**src/hdl/hbm_pkg.sv**
```systemverilog
// Shared types and constants of the heartbeat liveness monitor.
package hbm_pkg;

    localparam int OPC_W   = 2;
    localparam int CHAN_W  = 4;
    localparam int ID_W    = 16;
    localparam int EVT_W   = 2;
    localparam int CNT_W   = 5;
    localparam int CFG_W   = 16;
    localparam int CFG_IDX_W = 1;

    localparam logic [OPC_W-1:0] OP_TICK     = 2'd0;
    localparam logic [OPC_W-1:0] OP_REGISTER = 2'd1;
    localparam logic [OPC_W-1:0] OP_BEAT     = 2'd2;
    localparam logic [OPC_W-1:0] OP_CHECK    = 2'd3;

    localparam logic [EVT_W-1:0] EV_NONE    = 2'd0;
    localparam logic [EVT_W-1:0] EV_OFFLINE = 2'd1;
    localparam logic [EVT_W-1:0] EV_ONLINE  = 2'd2;

    localparam logic [CFG_IDX_W-1:0] CFG_TIMEOUT = 1'd0;
    localparam logic [CFG_IDX_W-1:0] CFG_ALARM   = 1'd1;

    localparam logic [CFG_W-1:0] TIMEOUT_RST = 16'd500;
    localparam logic [CFG_W-1:0] ALARM_RST   = 16'd1000;

    typedef struct packed {
        logic load;
        logic exec;
        logic step;
        logic flush;
    } hbm_cmd_t;

    typedef struct packed {
        logic out_free;
        logic step_ok;
        logic last_chan;
    } hbm_sts_t;

endpackage

```
**src/hdl/hbm_datapath.sv**
```systemverilog
// Datapath of the heartbeat liveness monitor: channel state, stamp memories and result registers.
module hbm_datapath
    import hbm_pkg::*;
#(
    parameter int CHANNELS  = 16,
    parameter int TIME_BITS = 32
)
(
    input  logic                 clk,
    input  logic                 rst_n,
    input  hbm_cmd_t             cmd,
    output hbm_sts_t             sts,
    input  logic [OPC_W-1:0]     opcode,
    input  logic [CHAN_W-1:0]    channel,
    input  logic [ID_W-1:0]      dev_id,
    input  logic                 cfg_valid,
    output logic                 cfg_ready,
    input  logic [CFG_IDX_W-1:0] cfg_index,
    input  logic [CFG_W-1:0]     cfg_data,
    output logic                 out_valid,
    input  logic                 out_stall,
    output logic [EVT_W-1:0]     event_res,
    output logic [CHAN_W-1:0]    chan_out,
    output logic [ID_W-1:0]      id_out,
    output logic [CNT_W-1:0]     count_online,
    output logic                 last
);

    localparam int IDX_W = (CHANNELS > 1) ? $clog2(CHANNELS) : 1;
    localparam int CHW   = (IDX_W > CHAN_W) ? IDX_W : CHAN_W;
    localparam int CMP_W = 8;

    logic [OPC_W-1:0]     op_reg, op_next;
    logic [CHAN_W-1:0]    ch_reg, ch_next;
    logic [ID_W-1:0]      id_reg, id_next;
    logic [TIME_BITS-1:0] now_reg, now_next;
    logic [CNT_W-1:0]     total_reg, total_next;
    logic [CHANNELS-1:0]  registered_reg, registered_next;
    logic [CHANNELS-1:0]  online_reg, online_next;
    logic [CFG_W-1:0]     timeout_reg, alarm_reg;
    logic [IDX_W-1:0]     idx_reg, idx_next;

    logic                 pend_valid_reg, pend_valid_next;
    logic [EVT_W-1:0]     pend_ev_reg, pend_ev_next;
    logic [CHAN_W-1:0]    pend_ch_reg, pend_ch_next;
    logic [ID_W-1:0]      pend_id_reg, pend_id_next;
    logic [CNT_W-1:0]     pend_cnt_reg, pend_cnt_next;

    logic                 out_valid_reg, out_valid_next;
    logic [EVT_W-1:0]     out_ev_reg, out_ev_next;
    logic [CHAN_W-1:0]    out_ch_reg, out_ch_next;
    logic [ID_W-1:0]      out_id_reg, out_id_next;
    logic [CNT_W-1:0]     out_cnt_reg, out_cnt_next;
    logic                 out_last_reg, out_last_next;

    logic [TIME_BITS-1:0] alive_mem [CHANNELS];
    logic [TIME_BITS-1:0] alarm_mem [CHANNELS];
    logic [ID_W-1:0]      id_mem [CHANNELS];
    logic [TIME_BITS-1:0] alive_rd_reg, alarm_rd_reg;
    logic [ID_W-1:0]      id_rd_reg;

    logic [IDX_W-1:0]     ch_idx;
    logic                 ch_ok, reg_ok, beat_ok;
    logic                 reg_i, onl_i, stale, due, restamp, rep_off, rep_on, report;
    logic                 out_free, load_out;
    logic                 alive_we, alarm_we, id_we;
    logic [IDX_W-1:0]     alarm_waddr;

    assign cfg_ready = 1'b1;

    assign ch_idx  = IDX_W'(ch_reg);
    assign ch_ok   = CMP_W'(ch_reg) < CMP_W'(CHANNELS);
    assign reg_ok  = (op_reg == OP_REGISTER) && ch_ok && !registered_reg[ch_idx];
    assign beat_ok = (op_reg == OP_BEAT) && ch_ok && registered_reg[ch_idx];

    assign reg_i   = registered_reg[idx_reg];
    assign onl_i   = online_reg[idx_reg];
    assign stale   = (now_reg - alive_rd_reg) > TIME_BITS'(timeout_reg);
    assign due     = (now_reg - alarm_rd_reg) > TIME_BITS'(alarm_reg);
    assign restamp = reg_i && stale && due;
    assign rep_off = restamp && onl_i;
    assign rep_on  = reg_i && !stale && !onl_i;
    assign report  = rep_off || rep_on;

    assign out_free = !out_valid_reg || !out_stall;

    assign sts.out_free  = out_free;
    assign sts.step_ok   = !report || !pend_valid_reg || out_free;
    assign sts.last_chan = (idx_reg == IDX_W'(CHANNELS - 1));

    assign alive_we    = cmd.exec && (reg_ok || beat_ok);
    assign id_we       = cmd.exec && reg_ok;
    assign alarm_we    = (cmd.exec && reg_ok) || (cmd.step && restamp);
    assign alarm_waddr = cmd.step ? idx_reg : ch_idx;

    always_comb
    begin
        op_next         = op_reg;
        ch_next         = ch_reg;
        id_next         = id_reg;
        now_next        = now_reg;
        total_next      = total_reg;
        registered_next = registered_reg;
        online_next     = online_reg;
        idx_next        = idx_reg;
        pend_valid_next = pend_valid_reg;
        pend_ev_next    = pend_ev_reg;
        pend_ch_next    = pend_ch_reg;
        pend_id_next    = pend_id_reg;
        pend_cnt_next   = pend_cnt_reg;
        load_out        = 1'b0;
        out_ev_next     = out_ev_reg;
        out_ch_next     = out_ch_reg;
        out_id_next     = out_id_reg;
        out_cnt_next    = out_cnt_reg;
        out_last_next   = out_last_reg;

        if (cmd.load)
        begin
            op_next         = opcode;
            ch_next         = channel;
            id_next         = dev_id;
            idx_next        = '0;
            pend_valid_next = 1'b0;
        end

        if (cmd.exec)
        begin
            case (op_reg)
                OP_TICK:
                begin
                    now_next = now_reg + TIME_BITS'(1);
                end
                OP_REGISTER:
                begin
                    if (reg_ok)
                    begin
                        registered_next[ch_idx] = 1'b1;
                        online_next[ch_idx]     = 1'b0;
                    end
                end
                OP_BEAT:
                begin
                    if (beat_ok && !online_reg[ch_idx])
                    begin
                        online_next[ch_idx] = 1'b1;
                        total_next          = total_reg + CNT_W'(1);
                    end
                end
                default:
                begin
                end
            endcase
            load_out      = 1'b1;
            out_ev_next   = EV_NONE;
            out_ch_next   = '0;
            out_id_next   = '0;
            out_cnt_next  = total_next;
            out_last_next = 1'b1;
        end

        if (cmd.step)
        begin
            if (rep_off)
            begin
                online_next[idx_reg] = 1'b0;
                total_next           = total_reg - CNT_W'(1);
            end
            if (report)
            begin
                if (pend_valid_reg)
                begin
                    load_out      = 1'b1;
                    out_ev_next   = pend_ev_reg;
                    out_ch_next   = pend_ch_reg;
                    out_id_next   = pend_id_reg;
                    out_cnt_next  = pend_cnt_reg;
                    out_last_next = 1'b0;
                end
                pend_valid_next = 1'b1;
                pend_ev_next    = rep_off ? EV_OFFLINE : EV_ONLINE;
                pend_ch_next    = CHAN_W'(CHW'(idx_reg));
                pend_id_next    = id_rd_reg;
                pend_cnt_next   = total_next;
            end
            idx_next = IDX_W'(idx_reg + IDX_W'(1));
        end

        if (cmd.flush)
        begin
            load_out        = 1'b1;
            pend_valid_next = 1'b0;
            out_last_next   = 1'b1;
            if (pend_valid_reg)
            begin
                out_ev_next  = pend_ev_reg;
                out_ch_next  = pend_ch_reg;
                out_id_next  = pend_id_reg;
                out_cnt_next = pend_cnt_reg;
            end
            else
            begin
                out_ev_next  = EV_NONE;
                out_ch_next  = '0;
                out_id_next  = '0;
                out_cnt_next = total_reg;
            end
        end

        if (load_out)
        begin
            out_valid_next = 1'b1;
        end
        else if (!out_stall)
        begin
            out_valid_next = 1'b0;
        end
        else
        begin
            out_valid_next = out_valid_reg;
        end
    end

    always_ff @(posedge clk or negedge rst_n)
    begin
        if (!rst_n)
        begin
            now_reg        <= '0;
            total_reg      <= '0;
            registered_reg <= '0;
            online_reg     <= '0;
            timeout_reg    <= TIMEOUT_RST;
            alarm_reg      <= ALARM_RST;
            idx_reg        <= '0;
            pend_valid_reg <= 1'b0;
            out_valid_reg  <= 1'b0;
        end
        else
        begin
            now_reg        <= now_next;
            total_reg      <= total_next;
            registered_reg <= registered_next;
            online_reg     <= online_next;
            idx_reg        <= idx_next;
            pend_valid_reg <= pend_valid_next;
            out_valid_reg  <= out_valid_next;
            if (cfg_valid && cfg_index == CFG_TIMEOUT)
            begin
                timeout_reg <= cfg_data;
            end
            if (cfg_valid && cfg_index == CFG_ALARM)
            begin
                alarm_reg <= cfg_data;
            end
        end
    end

    always_ff @(posedge clk)
    begin
        op_reg       <= op_next;
        ch_reg       <= ch_next;
        id_reg       <= id_next;
        pend_ev_reg  <= pend_ev_next;
        pend_ch_reg  <= pend_ch_next;
        pend_id_reg  <= pend_id_next;
        pend_cnt_reg <= pend_cnt_next;
        out_ev_reg   <= out_ev_next;
        out_ch_reg   <= out_ch_next;
        out_id_reg   <= out_id_next;
        out_cnt_reg  <= out_cnt_next;
        out_last_reg <= out_last_next;
    end

    always_ff @(posedge clk)
    begin
        if (alive_we)
        begin
            alive_mem[ch_idx] <= now_reg;
        end
        if (alarm_we)
        begin
            alarm_mem[alarm_waddr] <= now_reg;
        end
        if (id_we)
        begin
            id_mem[ch_idx] <= id_reg;
        end
        alive_rd_reg <= alive_mem[idx_next];
        alarm_rd_reg <= alarm_mem[idx_next];
        id_rd_reg    <= id_mem[idx_next];
    end

    assign out_valid    = out_valid_reg;
    assign event_res    = out_ev_reg;
    assign chan_out     = out_ch_reg;
    assign id_out       = out_id_reg;
    assign count_online = out_cnt_reg;
    assign last         = out_last_reg;

endmodule

```
**src/hdl/hbm_ctrl.sv**
```systemverilog
// Controller state machine of the heartbeat liveness monitor.
module hbm_ctrl
    import hbm_pkg::*;
(
    input  logic             clk,
    input  logic             rst_n,
    input  logic             in_valid,
    output logic             in_stall,
    input  logic [OPC_W-1:0] opcode,
    input  hbm_sts_t         sts,
    output hbm_cmd_t         cmd
);

    localparam logic [1:0] ST_IDLE  = 2'd0;
    localparam logic [1:0] ST_EXEC  = 2'd1;
    localparam logic [1:0] ST_SWEEP = 2'd2;
    localparam logic [1:0] ST_FLUSH = 2'd3;

    logic [1:0] state_reg, state_next;

    always_comb
    begin
        state_next = state_reg;
        cmd        = '0;
        case (state_reg)
            ST_IDLE:
            begin
                if (in_valid)
                begin
                    cmd.load   = 1'b1;
                    state_next = (opcode == OP_CHECK) ? ST_SWEEP : ST_EXEC;
                end
            end
            ST_EXEC:
            begin
                if (sts.out_free)
                begin
                    cmd.exec   = 1'b1;
                    state_next = ST_IDLE;
                end
            end
            ST_SWEEP:
            begin
                if (sts.step_ok)
                begin
                    cmd.step = 1'b1;
                    if (sts.last_chan)
                    begin
                        state_next = ST_FLUSH;
                    end
                end
            end
            ST_FLUSH:
            begin
                if (sts.out_free)
                begin
                    cmd.flush  = 1'b1;
                    state_next = ST_IDLE;
                end
            end
            default:
            begin
                state_next = ST_IDLE;
            end
        endcase
    end

    always_ff @(posedge clk or negedge rst_n)
    begin
        if (!rst_n)
        begin
            state_reg <= ST_IDLE;
        end
        else
        begin
            state_reg <= state_next;
        end
    end

    assign in_stall = (state_reg != ST_IDLE);

endmodule

```
**src/hdl/heartbeat_liveness_monitor_core.sv**
```systemverilog
// Top level of the heartbeat liveness monitor.
// Requests enter on in_valid/in_stall with opcode, channel and dev_id: a tick
// advances the millisecond clock, a register request stores a channel, a
// heartbeat restamps it, and a check sweeps every channel in ascending order.
// Results leave on out_valid/out_stall; last marks the final result of a request.
// Configuration writes (timeout and alarm interval) use cfg_valid/cfg_ready and
// are accepted in every cycle; write them only while the block is idle.
// Tick, register and heartbeat requests each give one result, which is loaded
// into the output register once that register is free.
// During a check the stamp memories are read one channel per cycle while the
// output keeps up; one report is held back so the final one can carry last.
// The block takes one request at a time; in_stall is high until it is done.
// A stalled receiver holds the output register and the sweep waits on it.
// Reset clears the channel table, the clock and the online count, and loads
// a timeout of 500 and an alarm interval of 1000 milliseconds.
module heartbeat_liveness_monitor_core
    import hbm_pkg::*;
#(
    parameter int CHANNELS  = 16,
    parameter int TIME_BITS = 32
)
(
    input  logic                 clk,
    input  logic                 rst_n,
    input  logic                 in_valid,
    output logic                 in_stall,
    input  logic [OPC_W-1:0]     opcode,
    input  logic [CHAN_W-1:0]    channel,
    input  logic [ID_W-1:0]      dev_id,
    output logic                 out_valid,
    input  logic                 out_stall,
    output logic [EVT_W-1:0]     event_res,
    output logic [CHAN_W-1:0]    chan_out,
    output logic [ID_W-1:0]      id_out,
    output logic [CNT_W-1:0]     count_online,
    output logic                 last,
    input  logic                 cfg_valid,
    output logic                 cfg_ready,
    input  logic [CFG_IDX_W-1:0] cfg_index,
    input  logic [CFG_W-1:0]     cfg_data
);

    hbm_cmd_t cmd;
    hbm_sts_t sts;

    hbm_ctrl u_ctrl (
        .clk      (clk),
        .rst_n    (rst_n),
        .in_valid (in_valid),
        .in_stall (in_stall),
        .opcode   (opcode),
        .sts      (sts),
        .cmd      (cmd)
    );

    hbm_datapath #(
        .CHANNELS  (CHANNELS),
        .TIME_BITS (TIME_BITS)
    ) u_datapath (
        .clk          (clk),
        .rst_n        (rst_n),
        .cmd          (cmd),
        .sts          (sts),
        .opcode       (opcode),
        .channel      (channel),
        .dev_id       (dev_id),
        .cfg_valid    (cfg_valid),
        .cfg_ready    (cfg_ready),
        .cfg_index    (cfg_index),
        .cfg_data     (cfg_data),
        .out_valid    (out_valid),
        .out_stall    (out_stall),
        .event_res    (event_res),
        .chan_out     (chan_out),
        .id_out       (id_out),
        .count_online (count_online),
        .last         (last)
    );

endmodule

```
**config.mk**
```make
export PLATFORM = sky130hd
export DESIGN_NAME = heartbeat_liveness_monitor_core
export DESIGN_NICKNAME = d
export VERILOG_FILES = /design/src/hdl/hbm_pkg.sv /design/src/hdl/hbm_datapath.sv /design/src/hdl/hbm_ctrl.sv /design/src/hdl/heartbeat_liveness_monitor_core.sv
export SDC_FILE = /design/constraint.sdc
export NUM_CORES = 2
export LEC_CHECK = 0
export BUFFER_PORTS_ARGS = -buffer_cell sky130_fd_sc_hd__buf_2
export CAP_MARGIN = 10
export CORE_UTILIZATION = 45
export CTS_BUF_LIST = sky130_fd_sc_hd__clkbuf_4 sky130_fd_sc_hd__clkbuf_8 sky130_fd_sc_hd__clkbuf_16
export DETAILED_ROUTE_END_ITERATION = 8
export SLEW_MARGIN = 10
export SYNTH_ARGS = -nofsm -noshare
export SYNTH_HDL_FRONTEND = slang
export SYNTH_SLANG_ARGS = --single-unit
```
**constraint.sdc**
```tcl
create_clock -name clk -period 18.7 [get_ports clk]
set_input_delay 0 -clock clk [delete_from_list [all_inputs] [get_ports clk]]
set_output_delay 0 -clock clk [all_outputs]
set_load 0.005 [all_outputs]
```
==> impl_metrics.py <==
metrics = {
    "clock_network": {
        "cts_buffer_depth": 3,
        "htree_levels": 4,
        "cts_buffers": 163,
        "clockRootBuffer": "clkbuf_16",
        "post_cts_buffers": 0,
        "clkSinkCount": 1546,
        "cts.clk_slew.worst_paths_ps": 60,
        "clk_latency_ps": 830,
        "cts_tree": "yes",
        "cts-resized-gates": 0,
    },
    "routing": {
        "routed_wirelength_um": 214000,
        "wire_per_inst_um": 29.0,
        "drt_pass1_iterations": 8,
        "vias": 47201,
        "vias_per_cell": 6.39,
        "drc": 0,
        "ant_nets": 0,
        "drt_iter0_markers": 5731,
    },
    "placed_design": {
        "io_buffers": 73,
        "place_inst": 6977,
        "gp_congestion": 0.908,
        "pre_cts_slack_ps": 8600,
        "dpl.hpwl_um": 114000,
        "placed_area_um2": 70400,
    },
    "synthesis": {
        "synth_area_per_cell_um2": 13.1,
        "synth.most_common_cell": "edfxtp_1",
        "syn_inst": 5182,
        "ys_ff_latch": 1546,
        "synthDistinctLibCells": 89,
        "yosysWarnings": 0,
        "syn_area_um2": 67700,
        "ys.flop_type": "edfxtp_1",
        "ys_seq_area_share_pct": 66.2,
        "syn-num-nets": 5332,
        "synth_common_cells": "edfxtp_1, nand3_1, nand2_1, clkbuf_1, a21oi_1",
        "yosys-top-cells-area": "edfxtp_1, dfrtp_1, dfxtp_1, nand3_1, a21oi_1",
        "synth_edf_count": 1329,
        "synth_top_cell_by_area": "edfxtp_1",
        "synthArstFlopShare_pct": 7.05,
        "synth_top_cell_area_share_pct": 59.0,
    },
    "timing": {
        "holdWs_ps": 21.4,
        "fmax_ghz": 0.0968,
        "clock-skew-final_ps": 53.9,
        "period_needed_ps": 10330,
        "setup_tns_ps": 0,
        "setup_viol": 0,
        "tightest_slew_ps": 1350,
        "fin_ws_ps": 8370,
        "period_share_pct": 55.2,
        "rsz0062_at_grt": "no",
        "slew_headroom_pct": 7.77,
        "finalHoldViolCount": 0,
        "slew_violations": 0,
    },
    "power_and_ir_drop": {
        "swShare_pct": 34.9,
        "p_leak_nw": 27.7,
        "p_int_w": 0.00689,
        "netSwitchingPower_w": 0.00369,
        "comb_power_share_pct": 30.2,
        "power_density_nw_per_um2": 137,
        "ir_drop_v": 0.0000882,
        "p_clk_share_pct": 31.1,
        "p_seq_share_pct": 38.7,
    },
    "global_routing": {
        "grt_usage_pct": 27.8,
        "grt_max_degree": 156,
        "grt_pass1_wl_um": 313000,
        "first_global_vias": 46072,
        "globalRoute.totalOverflow": 0,
        "grt_antenna_before_repair": 3,
    },
    "job": {
        "drv_cap": 0,
    },
    "final_layout": {
        "final_area_um2": 77000,
        "top_regs": "u_datapath.alarm_mem x512, u_datapath.alive_mem x512, u_datapath.id_mem x256",
        "drive_gt1_share_pct": 13.7,
        "fin_cells": 7388,
        "area_growth_pct": 13.8,
        "nNetsFinal": 5395,
    },
    "floorplan": {
        "die_area_um2": 152000,
        "die_h_um": 390,
        "num_rows": 141,
        "core_um2": 149000,
        "initial_utilization_pct": 45.6,
        "io_pins": 75,
        "die_w_um": 390,
    },
    "critical_path": {
        "end_kind": "register",
        "crit_start": "u_datapath.now_reg[1]",
        "criticalPathCategory": "reg2reg",
        "crit_path_start_kind": "register",
        "r2r_start": "u_datapath.now_reg[1]",
        "cp_max_fo": 143,
        "arrival_ps": 10990,
        "cp.required_ps": 19360,
    },
    "status": {
        "status": "finished clean",
    },
    "hold_path": {
        "hold_class": "in2reg",
        "min_from": "cfg_data[4]",
    },
}
==> layout by cell type, fill, tap and decap left out, types with 124 or more instances in the layout <==
master	instances
nor2_1	164
a311o_1	148
edfxtp_1	1329
nand2_1	343
clkbuf_16	164
a21oi_1	319
buf_4	136
nand3_1	414
o21ai_0	230
a221oi_1	157
inv_1	124
a211oi_1	154
==> per-stage QoR <==
step | total power [W] | util, %
2_1_floorplan | 0.00624 | -
3_3_place_gp | 0.00726 | 47.4
3_5_place_dp | 0.00729 | 47.4
4_1_cts | 0.0106 | 51.8
5_1_grt | 0.0110 | 51.8
6_report | 0.0106 | 51.9
==> metal layers <==
metal  wire [um]  GRT usage [%]
met2      102000           45.3
met5          13              0
met3       17600           4.15
met1       87200           37.9
met4        7350           10.2
==> critical path, stage by stage, from the launching register on <==
cell      delay (ps)
dfrtp_1          610
buf_4            380
inv_1            100
fa_1             430
nand2b_1         180
a21o_1           210
a211oi_1         370
o21ai_0          200
nor2b_1          180
xnor2_1          150
ha_1             320
nand4_1          160
or4_1            520
o21ai_0          150
and4b_1          230
nand4_1          190
nor4_4           650
a31oi_4          190
o22ai_4          880
buf_4            480
nor2_4           260
inv_8            580
buf_12           550
buf_4            710
mux2_2           420
a221oi_1         360
o311ai_1         150
==> layout make-up <==
class	count	area (um^2)
multi-input combinational	3088	21100
fill	12579	71500
clock buffer	227	4680
antenna	1	2.50
clock inverter	78	868
timing repair buffer	319	2570
sequential	1546	44800
inverter	127	494
tap	2002	2500
==> final timing paths <==
path,endpoint,cells after the start,slack (ps)
max,u_datapath.alive_rd_reg[29],26,8370
min,u_datapath.alarm_reg[4],3,20
max reg2reg,u_datapath.alive_rd_reg[29],26,8370
min reg2reg,u_datapath.pend_id_reg[3],0,400
max in group asynchronous,u_datapath.idx_reg[0],4,17560
min in group asynchronous,u_datapath.online_reg[7],4,350
==> cells by family after synthesis <==
logic type      synth area share, %
compound gates                 15.4
xor+xnor                       1.09
fa+ha+maj                      1.98
buf+inv                        3.17
flops                          66.2
mux                            2.99
other cells                 0.00554
simple gates                   9.17
==> power by group through the flow <==
stage,logic [W],registers [W],clock network (W)
after floorplan,0.00213,0.00411,0
after global placement,0.00310,0.00416,0
after detailed placement,0.00312,0.00417,0
after CTS,0.00316,0.00410,0.00333
after global routing,0.00343,0.00411,0.00346
final,0.00319,0.00410,0.00329
==> what timing repair did <==
item	4_1_cts	5_1_grt
hold buffers	105	0
hold endpoints to repair	117	0
setup endpoints to repair	0	0
(Power assumes the default switching activity.)
